===== src/rtl/dq_pkg.sv =====
// Shared types, codes and constants for the double-ended queue.
`default_nettype none
package dq_pkg;

  localparam int DQ_DEPTH = 16;
  localparam logic [31:0] DQ_NO_WORD = 32'hFFFF_FFFF;

  typedef enum logic [2:0] {
    MODE_PUSH_FRONT = 3'd0,
    MODE_PUSH_BACK  = 3'd1,
    MODE_POP_FRONT  = 3'd2,
    MODE_POP_BACK   = 3'd3,
    MODE_CLEAR      = 3'd4,
    MODE_QUERY      = 3'd5
  } dq_mode_t;

  typedef enum logic [1:0] {
    ST_DONE      = 2'd0,
    ST_POP_EMPTY = 2'd1,
    ST_PUSH_FULL = 2'd2
  } dq_status_t;

  typedef enum logic [1:0] {
    S_IDLE = 2'd0,
    S_READ = 2'd1,
    S_LOAD = 2'd2
  } dq_state_t;

  typedef struct packed {
    logic [2:0]         mode;
    logic signed [31:0] value;
  } dq_in_t;

  typedef struct packed {
    logic signed [31:0] front_value;
    logic signed [31:0] back_value;
    logic               is_empty;
    logic [4:0]         entry_count;
    logic [1:0]         status;
  } dq_out_t;

  // Control-to-output-stage bundle.
  typedef struct packed {
    logic       load;
    logic       is_empty;
    logic [4:0] entry_count;
    dq_status_t status;
  } dq_res_t;

endpackage
`default_nettype wire


===== src/rtl/dq_store.sv =====
// Entry store: one write port, two registered read ports.
`default_nettype none
module dq_store #(
  parameter int DEPTH = dq_pkg::DQ_DEPTH,
  localparam int IW = $clog2(DEPTH)
) (
  input  wire logic          clk,
  input  wire logic          wr_en,
  input  wire logic [IW-1:0] wr_addr,
  input  wire logic [31:0]   wr_data,
  input  wire logic          rd_en,
  input  wire logic [IW-1:0] rd_addr_f,
  input  wire logic [IW-1:0] rd_addr_b,
  output logic      [31:0]   rd_data_f,
  output logic      [31:0]   rd_data_b
);

  logic [31:0] mem [DEPTH];
  logic [31:0] rd_data_f_r;
  logic [31:0] rd_data_b_r;

  always_ff @(posedge clk) begin
    if (wr_en) begin
      mem[wr_addr] <= wr_data;
    end
  end

  always_ff @(posedge clk) begin
    if (rd_en) begin
      rd_data_f_r <= mem[rd_addr_f];
      rd_data_b_r <= mem[rd_addr_b];
    end
  end

  assign rd_data_f = rd_data_f_r;
  assign rd_data_b = rd_data_b_r;

endmodule
`default_nettype wire


===== src/rtl/dq_ctrl.sv =====
// Sequencer: decodes an operation, updates front index and count, drives the store.
`default_nettype none
module dq_ctrl #(
  parameter int DEPTH = dq_pkg::DQ_DEPTH,
  localparam int IW = $clog2(DEPTH),
  localparam int CW = $clog2(DEPTH + 1)
) (
  input  wire logic           clk,
  input  wire logic           rst_n,
  input  wire logic           in_valid,
  output logic                in_stall,
  input  wire dq_pkg::dq_in_t in_data,
  input  wire logic           out_free,
  output logic                wr_en,
  output logic     [IW-1:0]   wr_addr,
  output logic     [31:0]     wr_data,
  output logic                rd_en,
  output logic     [IW-1:0]   rd_addr_f,
  output logic     [IW-1:0]   rd_addr_b,
  output dq_pkg::dq_res_t     res
);

  localparam logic [IW:0]   DEPTH_W = (IW + 1)'(DEPTH);
  localparam logic [IW-1:0] LAST_IX = IW'(DEPTH - 1);
  localparam logic [CW-1:0] FULL_CNT = CW'(DEPTH);

  dq_pkg::dq_state_t  state_r, state_nxt;
  dq_pkg::dq_status_t status_r, status_nxt;
  logic [IW-1:0]      first_r, first_nxt;
  logic [CW-1:0]      cnt_r, cnt_nxt;

  logic [IW-1:0] first_dec, first_inc;
  logic [CW-1:0] cnt_m1;
  logic [IW:0]   tail_sum, tail_wrap, back_sum, back_wrap;
  logic [IW-1:0] tail_addr, back_addr;
  logic [CW+4:0] cnt_ext;
  logic          is_full, is_empty;

  always_comb begin
    first_dec = (first_r == '0) ? LAST_IX : first_r - 1'b1;
    first_inc = (first_r == LAST_IX) ? '0 : first_r + 1'b1;
    cnt_m1    = cnt_r - 1'b1;
    // Slot after the back entry; count is below DEPTH whenever it is used.
    tail_sum  = {1'b0, first_r} + {1'b0, cnt_r[IW-1:0]};
    tail_wrap = (tail_sum >= DEPTH_W) ? tail_sum - DEPTH_W : tail_sum;
    tail_addr = tail_wrap[IW-1:0];
    back_sum  = {1'b0, first_r} + {1'b0, cnt_m1[IW-1:0]};
    back_wrap = (back_sum >= DEPTH_W) ? back_sum - DEPTH_W : back_sum;
    back_addr = (cnt_r == '0) ? first_r : back_wrap[IW-1:0];
    is_full   = (cnt_r == FULL_CNT);
    is_empty  = (cnt_r == '0);
    cnt_ext   = {5'd0, cnt_r};
  end

  always_ff @(posedge clk) begin
    if (!rst_n) begin
      state_r  <= dq_pkg::S_IDLE;
      status_r <= dq_pkg::ST_DONE;
      first_r  <= '0;
      cnt_r    <= '0;
    end else begin
      state_r  <= state_nxt;
      status_r <= status_nxt;
      first_r  <= first_nxt;
      cnt_r    <= cnt_nxt;
    end
  end

  always_comb begin
    state_nxt       = state_r;
    status_nxt      = status_r;
    first_nxt       = first_r;
    cnt_nxt         = cnt_r;
    in_stall        = 1'b1;
    wr_en           = 1'b0;
    wr_addr         = tail_addr;
    wr_data         = in_data.value;
    rd_en           = 1'b0;
    rd_addr_f       = first_r;
    rd_addr_b       = back_addr;
    res.load        = 1'b0;
    res.is_empty    = is_empty;
    res.entry_count = cnt_ext[4:0];
    res.status      = status_r;
    unique case (state_r)
      dq_pkg::S_IDLE: begin
        in_stall = 1'b0;
        if (in_valid) begin
          status_nxt = dq_pkg::ST_DONE;
          state_nxt  = dq_pkg::S_READ;
          unique case (dq_pkg::dq_mode_t'(in_data.mode))
            dq_pkg::MODE_PUSH_FRONT: begin
              if (is_full) begin
                status_nxt = dq_pkg::ST_PUSH_FULL;
              end else begin
                wr_en     = 1'b1;
                wr_addr   = first_dec;
                first_nxt = first_dec;
                cnt_nxt   = cnt_r + 1'b1;
              end
            end
            dq_pkg::MODE_PUSH_BACK: begin
              if (is_full) begin
                status_nxt = dq_pkg::ST_PUSH_FULL;
              end else begin
                wr_en   = 1'b1;
                cnt_nxt = cnt_r + 1'b1;
              end
            end
            dq_pkg::MODE_POP_FRONT: begin
              if (is_empty) begin
                status_nxt = dq_pkg::ST_POP_EMPTY;
              end else begin
                first_nxt = first_inc;
                cnt_nxt   = cnt_m1;
              end
            end
            dq_pkg::MODE_POP_BACK: begin
              if (is_empty) begin
                status_nxt = dq_pkg::ST_POP_EMPTY;
              end else begin
                cnt_nxt = cnt_m1;
              end
            end
            dq_pkg::MODE_CLEAR: begin
              first_nxt = '0;
              cnt_nxt   = '0;
            end
            default: ;
          endcase
        end
      end
      dq_pkg::S_READ: begin
        rd_en     = 1'b1;
        state_nxt = dq_pkg::S_LOAD;
      end
      dq_pkg::S_LOAD: begin
        if (out_free) begin
          res.load  = 1'b1;
          state_nxt = dq_pkg::S_IDLE;
        end
      end
      default: state_nxt = dq_pkg::S_IDLE;
    endcase
  end

endmodule
`default_nettype wire


===== src/rtl/double_ended_queue.sv =====
// Top level of the bounded double-ended queue of signed 32-bit words.
//
//   Channel | Direction | Handshake           | Payload
//   --------+-----------+---------------------+----------------------------------------
//   in_     | input     | in_valid / in_stall | dq_in_t: mode, value
//   out_    | output    | out_valid/out_stall | dq_out_t: front/back value, empty,
//           |           |                     |   entry count, status
//
// An item passes the transfer (operation decode, index update, store write), the
// store's registered two-port read of front and back, and the load of the result
// register, which waits until the output side is free. No new item is taken in
// until the result of the last one is loaded.
// Reset clears the front index, count and handshake state; the store itself is
// not cleared, since an empty queue shows no stored word.
// A stalled result holds in the output register while the next item is taken in;
// that item waits in its last cycle until the register frees.
`default_nettype none
module double_ended_queue #(
  parameter int DEPTH = dq_pkg::DQ_DEPTH,
  localparam int IW = $clog2(DEPTH)
) (
  input  wire logic            clk,
  input  wire logic            rst_n,
  input  wire logic            in_valid,
  output logic                 in_stall,
  input  wire dq_pkg::dq_in_t  in_data,
  output logic                 out_valid,
  input  wire logic            out_stall,
  output dq_pkg::dq_out_t      out_data
);

  // Store port wiring
  logic          wr_en, rd_en;
  logic [IW-1:0] wr_addr, rd_addr_f, rd_addr_b;
  logic [31:0]   wr_data, rd_data_f, rd_data_b;

  dq_pkg::dq_res_t res;
  logic            out_free;

  // Output register
  logic            out_valid_r, out_valid_nxt;
  dq_pkg::dq_out_t out_r, out_nxt;

  // The result register is free when empty or when its transfer completes now.
  assign out_free = !out_valid_r || !out_stall;

  dq_ctrl #(.DEPTH(DEPTH)) u_ctrl (
    .clk       (clk),
    .rst_n     (rst_n),
    .in_valid  (in_valid),
    .in_stall  (in_stall),
    .in_data   (in_data),
    .out_free  (out_free),
    .wr_en     (wr_en),
    .wr_addr   (wr_addr),
    .wr_data   (wr_data),
    .rd_en     (rd_en),
    .rd_addr_f (rd_addr_f),
    .rd_addr_b (rd_addr_b),
    .res       (res)
  );

  dq_store #(.DEPTH(DEPTH)) u_store (
    .clk       (clk),
    .wr_en     (wr_en),
    .wr_addr   (wr_addr),
    .wr_data   (wr_data),
    .rd_en     (rd_en),
    .rd_addr_f (rd_addr_f),
    .rd_addr_b (rd_addr_b),
    .rd_data_f (rd_data_f),
    .rd_data_b (rd_data_b)
  );

  // Build the result: an empty queue shows all ones in both word fields.
  always_comb begin
    out_valid_nxt = out_valid_r;
    if (res.load) begin
      out_valid_nxt = 1'b1;
    end else if (out_valid_r && !out_stall) begin
      out_valid_nxt = 1'b0;
    end
    out_nxt.front_value = res.is_empty ? dq_pkg::DQ_NO_WORD : rd_data_f;
    out_nxt.back_value  = res.is_empty ? dq_pkg::DQ_NO_WORD : rd_data_b;
    out_nxt.is_empty    = res.is_empty;
    out_nxt.entry_count = res.entry_count;
    out_nxt.status      = res.status;
  end

  always_ff @(posedge clk) begin
    if (!rst_n) begin
      out_valid_r <= 1'b0;
    end else begin
      out_valid_r <= out_valid_nxt;
    end
  end

  // Payload needs no reset; load only when a new result lands.
  always_ff @(posedge clk) begin
    if (res.load) begin
      out_r <= out_nxt;
    end
  end

  assign out_valid = out_valid_r;
  assign out_data  = out_r;

endmodule
`default_nettype wire


===== config.mk =====
export PLATFORM = sky130hd
export DESIGN_NAME = double_ended_queue
export DESIGN_NICKNAME = d
export VERILOG_FILES = /design/src/rtl/dq_pkg.sv /design/src/rtl/dq_store.sv /design/src/rtl/dq_ctrl.sv /design/src/rtl/double_ended_queue.sv
export SDC_FILE = /design/constraint.sdc
export NUM_CORES = 1
export LEC_CHECK = 0
export BUFFER_PORTS_ARGS = -buffer_cell sky130_fd_sc_hd__buf_4
export CAP_MARGIN = 20
export CORE_MARGIN = 5
export CORE_UTILIZATION = 42
export CTS_CLUSTER_DIAMETER = 150
export DETAILED_ROUTE_END_ITERATION = 16
export GPL_ROUTABILITY_DRIVEN = 0
export SLEW_MARGIN = 10
export SYNTH_ARGS = -nofsm -noshare
export SYNTH_HDL_FRONTEND = slang
export SYNTH_SLANG_ARGS = --single-unit

===== constraint.sdc =====
create_clock -name clk -period 11.96 [get_ports clk]
set_input_delay 0.598 -clock clk [delete_from_list [all_inputs] [get_ports clk]]
set_output_delay 0.598 -clock clk [all_outputs]
set_load 0.05 [all_outputs]

# Word level (Yosys, flattened, before mapping)
# Memories as Yosys holds them, arrays and structs flattened. A register that Yosys moved wholly into a read port is not among the register bits.
# Cells that the tools add are included.
dict set report word_totals {
  out_inout_bits 74
  rom_bits 0
  mem_bits_rw 512
  wordCells 85
  latchBits 0
  input_bits 39
  memories 1
  regBits 86
}
# memory words word_bits rd rd_ports_with_merged_regs write_ports line_no
set mem_list {}
lappend mem_list {u_store.mem 16 32 2 2 1 dq_store.sv:18} ;# logic [31:0] mem [DEPTH];
dict set report op_classes {
  magnitude_cmp 2
  shift 0
  n_eq_ne 14
  div_mod_pow 0
  n_reduce_logical 17
  n_addsub 8
  muxes 33
  bitwise_logic 0
  multipliers 0
}
# operator n
set ops {}
lappend ops {{4-bit two-way mux} 11}
lappend ops {{5-bit one-hot mux with 3 select lines} 1}
lappend ops {{1-bit two-way mux} 13}
lappend ops {{2-bit inequality test (second input constant)} 6}
lappend ops {{4-bit one-hot mux with 3 select lines} 1}
lappend ops {{4-bit by 1-bit subtractor with 4-bit output (second input constant)} 3}
lappend ops {{4-bit by 4-bit adder with 5-bit output} 2}
lappend ops {{5-bit greater-or-equal comparator (second input constant)} 2}
lappend ops {{5-bit two-way mux} 2}
lappend ops {{5-bit AND reduction} 2}
lappend ops {{3-bit by 2-bit == test with 1-bit output (second input constant)} 2}
lappend ops {{2-bit two-way mux} 3}
lappend ops {{2-bit one-hot mux with 3 select lines} 1}
lappend ops {{3-bit nonzero test} 2}
lappend ops {{5-bit by 1-bit adder with 5-bit output (second input constant)} 1}
lappend ops {{5-bit == test (second input constant)} 1}
lappend ops {{5-bit logical NOT} 1}
lappend ops {{5-bit by 1-bit subtractor with 5-bit output (second input constant)} 1}
lappend ops {{4-bit by 1-bit adder with 4-bit output (second input constant)} 1}
lappend ops {{4-bit == test (second input constant)} 1}
lappend ops {{4-bit logical NOT} 1}
lappend ops {{2-bit one-hot mux with 2 select lines} 1}
lappend ops {{2-bit AND reduction} 2}
lappend ops {{2-bit OR reduction} 2}
lappend ops {{other kinds (10)} 11}

# Depth between registers and ports, before layout
dict set report logic_depth {
  word_depth 7
  mapped_depth 11
  depth_no_buf 9
}

# Modules after synthesis
# A second synthesis with hierarchy kept.
dict set report hier_totals {
  hier_cells 1503
  hier_area_um2 29198.0
}
# module n_inst seq_area_each_um2 cells_per_inst area_each_um2
set by_module_without_submodules {}
lappend by_module_without_submodules {dq_store 1 17296.6 1141 24828.8}
lappend by_module_without_submodules {double_ended_queue 1 2182.1 147 2676.3}
lappend by_module_without_submodules {dq_ctrl 1 260.2 215 1692.9}

# Worst setup path before layout
# Ideal clock, no wire load.
dict set report synth_path {
  path_kind {flip-flop to flip-flop}
  startpoint {reg u_ctrl.first_r[0], in the netlist u_ctrl.rd_addr_f[0]}
  endpoint {mem u_store.mem[0][0] (enable)}
  path_slack_ns 7.312
  path_buffers 2
  path_stages_with_launch 10
  t_required_ns 11.499
  setup_ns 0.461
  arrival_ns 4.187
  period_less_slack_ns 4.648
  path_cell_list {dfxtp_1 -> buf_2 -> buf_1 -> inv_1 -> ha_1 -> o21bai_1 -> a31oi_1 -> nand2_1 -> o21a_1 -> nor3_1}
}
dict set report synth_via {
  elab_chain_cells 7
  elab_cells_between_ends 11
  cone_classes {add/sub (3); order compare (1); mux (6); reduce/logical (1)}
}
# item line_no
set synth_rtl {}
lappend synth_rtl {{from (decl)} dq_ctrl.sv:29} ;# logic [IW-1:0] first_r, first_nxt;
lappend synth_rtl {{from (signal assigned)} dq_ctrl.sv:64} ;# first_r <= first_nxt;
lappend synth_rtl {{4-bit by 4-bit adder with 5-bit output} dq_ctrl.sv:44} ;# tail_sum = {1'b0, first_r} + {1'b0, cnt_r[IW-1:0]};
lappend synth_rtl {{4-bit by 1-bit subtractor with 4-bit output / 5-bit greater-or-equal comparator (equally long branches)} dq_ctrl.sv:45} ;# tail_wrap = (tail_sum >= DEPTH_W) ? tail_sum - DEPTH_W : tail_sum;
lappend synth_rtl {{4-bit two-way mux} dq_ctrl.sv:45}
lappend synth_rtl {{4-bit two-way mux} dq_ctrl.sv:93} ;# if (is_full) begin
lappend synth_rtl {{4-bit two-way mux} dq_ctrl.sv:91} ;# unique case (dq_pkg::dq_mode_t'(in_data.mode))
lappend synth_rtl {{4-bit two-way mux} dq_ctrl.sv:88} ;# if (in_valid) begin
lappend synth_rtl {{4-bit two-way mux (*)} dq_ctrl.sv:85} ;# unique case (state_r)
lappend synth_rtl {{to (decl)} dq_store.sv:18}
# Mark *: on every way between the ends. The rest lies on a longest branch, timed or not.

# Final worst setup path
dict set report layout_path {
  startpoint {reg u_ctrl.first_r[0], in the netlist u_ctrl.rd_addr_f[0]}
  endpoint {mem u_store.mem[11][23] (enable)}
}
# Same word-level chain as after synthesis.

==> impl_results.html <==
<table>
<tr><th>Metric</th><th>Value</th></tr>
<tr><th colspan="2">Worst setup path</th></tr>
<tr><td>CP Depth</td><td>8</td></tr>
<tr><td>Cell chain of the critical path</td><td>buf_4 &gt; inv_1 &gt; ha_1 &gt; xor2_1 &gt; mux2i_1 &gt; o211ai_1 &gt; nor2_4 &gt; buf_4</td></tr>
<tr><td>Critical path required time</td><td>approximately 12 ns</td></tr>
<tr><td>CP Max Fanout</td><td>between 50 and 60</td></tr>
<tr><td>WP data arrival</td><td>4.99 ns</td></tr>
<tr><td>Slowest-stage cell, CP</td><td>sky130_fd_sc_hd__nor2_4</td></tr>
<tr><td>Top Family by Delay on Critical Path</td><td>buffers and inverters</td></tr>
<tr><td>Startpoint type of the worst setup path</td><td>flip-flop</td></tr>
<tr><td>Dominant cell type by count on the critical path</td><td>sky130_fd_sc_hd__buf_4</td></tr>
<tr><td>Buffer and inverter count on the worst path</td><td>3</td></tr>
<tr><td>Delay of the slowest cell on the worst path</td><td>approximately 0.77 ns</td></tr>
<tr><td>Number of cells on the worst reg-to-reg path</td><td>8</td></tr>
<tr><td>Type of the setup path with the least slack</td><td>reg -&gt; reg</td></tr>
<tr><td>Crit end category</td><td>flip-flop</td></tr>
<tr><th colspan="2">CTS</th></tr>
<tr><td>Worst-skew pair later-pin latency</td><td>a little over 0.6 ns</td></tr>
<tr><td>TritonCTS clock tree</td><td>built</td></tr>
<tr><td>Postcts setup bufs</td><td>0</td></tr>
<tr><td>Sink Count</td><td>662</td></tr>
<tr><td>Maximum count of clock buffers along a single path</td><td>3</td></tr>
<tr><td>Number of clock buffers inserted by TritonCTS</td><td>70</td></tr>
<tr><td>Hold-fix buffer count after cts</td><td>0</td></tr>
<tr><td>Number of gates resized after cts</td><td>0</td></tr>
<tr><td>H-tree levels</td><td>3</td></tr>
<tr><td>Clock transition at the register clock pins on the worst setup and hold paths after CTS</td><td>roughly 0.06 ns</td></tr>
<tr><td>Clock Root Buffer</td><td>sky130_fd_sc_hd__clkbuf_16</td></tr>
<tr><th colspan="2">Timing</th></tr>
<tr><td>Worst slew margin relative to its limit</td><td>0.2477</td></tr>
<tr><td>Summed negative setup slack over all endpoints</td><td>0 ns</td></tr>
<tr><td>Maximum clock rate</td><td>roughly 210 MHz</td></tr>
<tr><td>Transition at the pin with the smallest max-transition slack</td><td>1.129 ns</td></tr>
<tr><td>Final setup margin</td><td>a little over 7 ns</td></tr>
<tr><td>Max Slew Vio Count</td><td>0</td></tr>
<tr><td>RSZ-0062 raised after global routing</td><td>no</td></tr>
<tr><td>Final number of hold-violating endpoints</td><td>0</td></tr>
<tr><td>Setup violators final</td><td>0</td></tr>
<tr><td>Final clock skew</td><td>about 0.038 ns</td></tr>
<tr><td>Clock period minus final worst setup slack</td><td>4.761 ns</td></tr>
<tr><td>Min Hold Slack</td><td>0.2599 ns</td></tr>
<tr><td>Part of the cycle the worst path needs</td><td>0.3981</td></tr>
<tr><th colspan="2">Finish</th></tr>
<tr><td>Leading cell types in the layout, fill and taps excluded</td><td>sky130_fd_sc_hd__edfxtp_1 (648), sky130_fd_sc_hd__buf_4 (163), sky130_fd_sc_hd__o31ai_1 (128), sky130_fd_sc_hd__mux2i_1 (128), sky130_fd_sc_hd__mux4_2 (122)</td></tr>
<tr><td>Layout Utilization</td><td>0.4813</td></tr>
<tr><td>Fraction of layout instances using a drive strength above 1</td><td>0.2328</td></tr>
<tr><td>Most common cell after layout, fill and taps aside</td><td>sky130_fd_sc_hd__edfxtp_1</td></tr>
<tr><td>Final design area excluding fillers</td><td>34400 µm²</td></tr>
<tr><td>FF+latch area</td><td>slightly below 20000 µm²</td></tr>
<tr><td>Finished Layout Cells</td><td>roughly 2.8k</td></tr>
<tr><td>Area added between synthesis and finish</td><td>13.71%</td></tr>
<tr><td>Multi-input combinational cell area</td><td>around 10000 µm²</td></tr>
<tr><td>Net count, final</td><td>1837</td></tr>
<tr><td>Number of fill cells</td><td>slightly below 6k</td></tr>
<tr><th colspan="2">Placement</th></tr>
<tr><td>Placement Setup Slack</td><td>roughly 7 ns</td></tr>
<tr><td>Sum of net half-perimeters after detailed placement</td><td>44.87 mm</td></tr>
<tr><td>Count of placed standard cells including taps</td><td>between 2k and 3k</td></tr>
<tr><td>Cell area reported after detailed placement</td><td>~32000 µm²</td></tr>
<tr><td>Quantity of I/O buffers inserted on ports</td><td>around 110</td></tr>
<tr><th colspan="2">Power and ir drop</th></tr>
<tr><td>Static leakage</td><td>about 11 nW</td></tr>
<tr><td>Maximum vdd drop</td><td>slightly below 80 µV</td></tr>
<tr><td>Switching share of power</td><td>0.2530</td></tr>
<tr><td>Portion of total power attributed to the clock network</td><td>0.372</td></tr>
<tr><td>P_sw</td><td>1.423 mW</td></tr>
<tr><td>Power Total</td><td>~5.6 mW</td></tr>
<tr><td>Internal Power</td><td>~4.2 mW</td></tr>
<tr><td>Relative contribution of sequential cells to total power</td><td>0.469</td></tr>
<tr><td>Logic gate share of total power</td><td>0.159</td></tr>
<tr><td>Power density over the cells</td><td>between 150 and 200 nW/µm²</td></tr>
<tr><th colspan="2">Floorplanning</th></tr>
<tr><td>Std cell rows</td><td>98</td></tr>
<tr><td>Core area</td><td>just over 70000 µm²</td></tr>
<tr><td>Die Span Y</td><td>between 200 and 300 µm</td></tr>
<tr><td>Die Wd</td><td>~280 µm</td></tr>
<tr><td>Area of the die</td><td>77500 µm²</td></tr>
<tr><td>Count of boundary I/O pins</td><td>around 110</td></tr>
<tr><td>Initial Util</td><td>0.4232</td></tr>
<tr><th colspan="2">Yosys</th></tr>
<tr><td>Primary FF master, synth</td><td>sky130_fd_sc_hd__edfxtp_1</td></tr>
<tr><td>Distinct cell type count after synthesis</td><td>just over 60</td></tr>
<tr><td>Adder-cell share of the synthesized area</td><td>0.005872</td></tr>
<tr><td>#FFs+latches synth</td><td>roughly 660</td></tr>
<tr><td>Number of synthesized flops with an enable pin</td><td>about 650</td></tr>
<tr><td>Ys async rst share</td><td>0</td></tr>
<tr><td>Multiplexer fraction of the synthesized cell area</td><td>0.1988</td></tr>
<tr><td>Sequential-to-total area share from yosys stat</td><td>0.6524</td></tr>
<tr><td>Cell area after technology mapping</td><td>30260 µm²</td></tr>
<tr><td>Main combinational cell family by area after synthesis</td><td>multiplexers</td></tr>
<tr><td>Number of warnings reported in the yosys synthesis log</td><td>0</td></tr>
<tr><td>Basic-gate share of the synthesized area counting and, or, nand and nor cells</td><td>0.03929</td></tr>
<tr><td>Share of the synthesized netlist area taken by xor and xnor gates</td><td>0.002026</td></tr>
<tr><td>Share of the synthesized area in compound gates (AO/OA/AOI/OAI)</td><td>0.07448</td></tr>
<tr><td>Number of nets in the synthesized netlist</td><td>between 1.5k and 2k</td></tr>
<tr><td>Gate count of the mapped netlist</td><td>between 1.5k and 2k</td></tr>
<tr><td>Post-synthesis average cell area</td><td>18.00 µm²</td></tr>
<tr><th colspan="2">GRT</th></tr>
<tr><td>Number of antenna violations at the first check in global routing</td><td>2</td></tr>
<tr><td>Overflow after GRT</td><td>0</td></tr>
<tr><td>Overall fraction of global-route tracks in use</td><td>0.2210</td></tr>
<tr><td>Maximum number of pins on one net before global-route repair</td><td>73</td></tr>
<tr><td>Vias in the first global route</td><td>18.41k</td></tr>
<tr><td>First-pass GRT wire length</td><td>roughly 130 mm</td></tr>
<tr><th colspan="2">Routing</th></tr>
<tr><td>Average via count per standard cell</td><td>between 6 and 7</td></tr>
<tr><td>Count of unresolved DRC violations after routing</td><td>0</td></tr>
<tr><td>Routed length per placed instance</td><td>31.41 µm</td></tr>
<tr><td>Initial detailed-routing violation count</td><td>roughly 2.2k</td></tr>
<tr><td>Wirelength, routed</td><td>slightly below 90 mm</td></tr>
<tr><td>Vias after detailed routing</td><td>around 18k</td></tr>
<tr><td>Iteration count of the initial detailed-routing pass</td><td>5</td></tr>
<tr><td>Number of antenna-violating nets in the routed design</td><td>0</td></tr>
<tr><th colspan="2">Run</th></tr>
<tr><td>Reported max-cap violation count</td><td>0</td></tr>
<tr><th colspan="2">Hold path</th></tr>
<tr><td>Worst Hold Depth</td><td>2</td></tr>
<tr><td>Worst min-delay path category</td><td>in -&gt; reg</td></tr>
<tr><th colspan="2">Status</th></tr>
<tr><td>Result of the run</td><td>completed</td></tr>
</table>
-- Yosys cell counts (4+ instances only) --
cell	count	share of area
sky130_fd_sc_hd__mux4_2	122	0.091
sky130_fd_sc_hd__nor3b_1	4	0.00099
sky130_fd_sc_hd__a221oi_1	63	0.018
sky130_fd_sc_hd__mux2i_1	129	0.043
sky130_fd_sc_hd__edfxtp_1	648	0.64
sky130_fd_sc_hd__nor2_1	25	0.0031
sky130_fd_sc_hd__dfxtp_1	14	0.0093
sky130_fd_sc_hd__ha_1	11	0.0045
sky130_fd_sc_hd__clkbuf_1	51	0.0063
sky130_fd_sc_hd__nand2_1	44	0.0055
sky130_fd_sc_hd__o21ai_0	37	0.0061
sky130_fd_sc_hd__xor2_1	4	0.0012
sky130_fd_sc_hd__nand4_1	33	0.0068
sky130_fd_sc_hd__buf_12	5	0.0033
sky130_fd_sc_hd__buf_1	12	0.0015
sky130_fd_sc_hd__nand2b_1	70	0.014
sky130_fd_sc_hd__nor3_1	18	0.0030
sky130_fd_sc_hd__mux4_1	73	0.063
sky130_fd_sc_hd__clkbuf_4	8	0.0020
sky130_fd_sc_hd__inv_1	12	0.0015
sky130_fd_sc_hd__a21oi_1	19	0.0031
sky130_fd_sc_hd__o31ai_1	128	0.032
sky130_fd_sc_hd__a22oi_1	31	0.0077
sky130_fd_sc_hd__nand3_1	8	0.0013
sky130_fd_sc_hd__buf_2	43	0.0071
sky130_fd_sc_hd__buf_6	12	0.0045
sky130_fd_sc_hd__a31oi_1	4	0.00083
-- flip-flops by register name, summed over array words and instances (netlist names) --
register,count
u_ctrl.status_r,2
u_ctrl.state_r,2
u_ctrl.cnt_r,5
u_store.rd_data_f,32
out_data,72
u_ctrl.rd_addr_f,4
out_valid,1
u_store.mem,512
u_store.rd_data_b,32
-- worst reg2reg max path, cell delays in order (launching register included) --
cell,delay [ns]
sky130_fd_sc_hd__dfxtp_4,0.57
sky130_fd_sc_hd__buf_4,0.75
sky130_fd_sc_hd__inv_1,0.21
sky130_fd_sc_hd__ha_1,0.33
sky130_fd_sc_hd__xor2_1,0.18
sky130_fd_sc_hd__mux2i_1,0.52
sky130_fd_sc_hd__o211ai_1,0.50
sky130_fd_sc_hd__nor2_4,0.77
sky130_fd_sc_hd__buf_4,0.56
-- power by group through the flow --
| stage | clock network (mW) | registers [mW] | logic [mW] |
|---|---|---|---|
| 6_report | 2.09 | 2.64 | 0.895 |
| 2_1_floorplan | 0 | 2.70 | 0.633 |
| 3_5_place_dp | 0 | 2.69 | 0.882 |
| 4_1_cts | 2.13 | 2.64 | 0.885 |
| 5_1_grt | 2.23 | 2.64 | 0.950 |
| 3_3_place_gp | 0 | 2.69 | 0.872 |
-- cells by family (layout without fill, tap and decap cells) --
group,after synthesis,after routing
AO/OA/AOI/OAI,307,307
XOR/XNOR,7,7
adder cells (fa/ha/maj),13,13
buffers and inverters,147,300
flip-flops,662,662
multiplexers,328,328
other,0,3
AND/OR/NAND/NOR,217,217
-- final cells by class --
type                    instances  share of cell area
flip-flops and latches        662              0.5740
multi-input cells             872              0.2892
clock buffers                  90             0.05524
repair buffers                165             0.03717
well taps                     950             0.03455
clock inverters                31            0.008146
inverters                      14            0.001527
diodes                          3           0.0002182
-- metal layers --
| layer | vias to the layer above | GRT usage | share of wire | wire length (µm) |
|---|---|---|---|---|
| met5 | - | 0 | 0 | 0 |
| met4 | 0 | 0.07836 | 0.036 | 3152 |
| met3 | 194 | 0.04580 | 0.095 | 8321 |
| met2 | 1041 | 0.3651 | 0.48 | 42120 |
| met1 | 9392 | 0.2934 | 0.39 | 33940 |
| li1 | 7393 | - | - | - |
-- worst paths after layout --
check / from / to / slack [ns]
setup / recovery: u_ctrl.rd_addr_f[0] / u_store.mem[11][23] / 7.20
hold reg to reg: u_ctrl.status_r[0] / out_data[0] / 0.43
setup reg to reg: u_ctrl.rd_addr_f[0] / u_store.mem[11][23] / 7.20
hold / removal: rst_n / u_ctrl.state_r[1] / 0.26
Note: power is estimated with default switching activity, not from simulation.
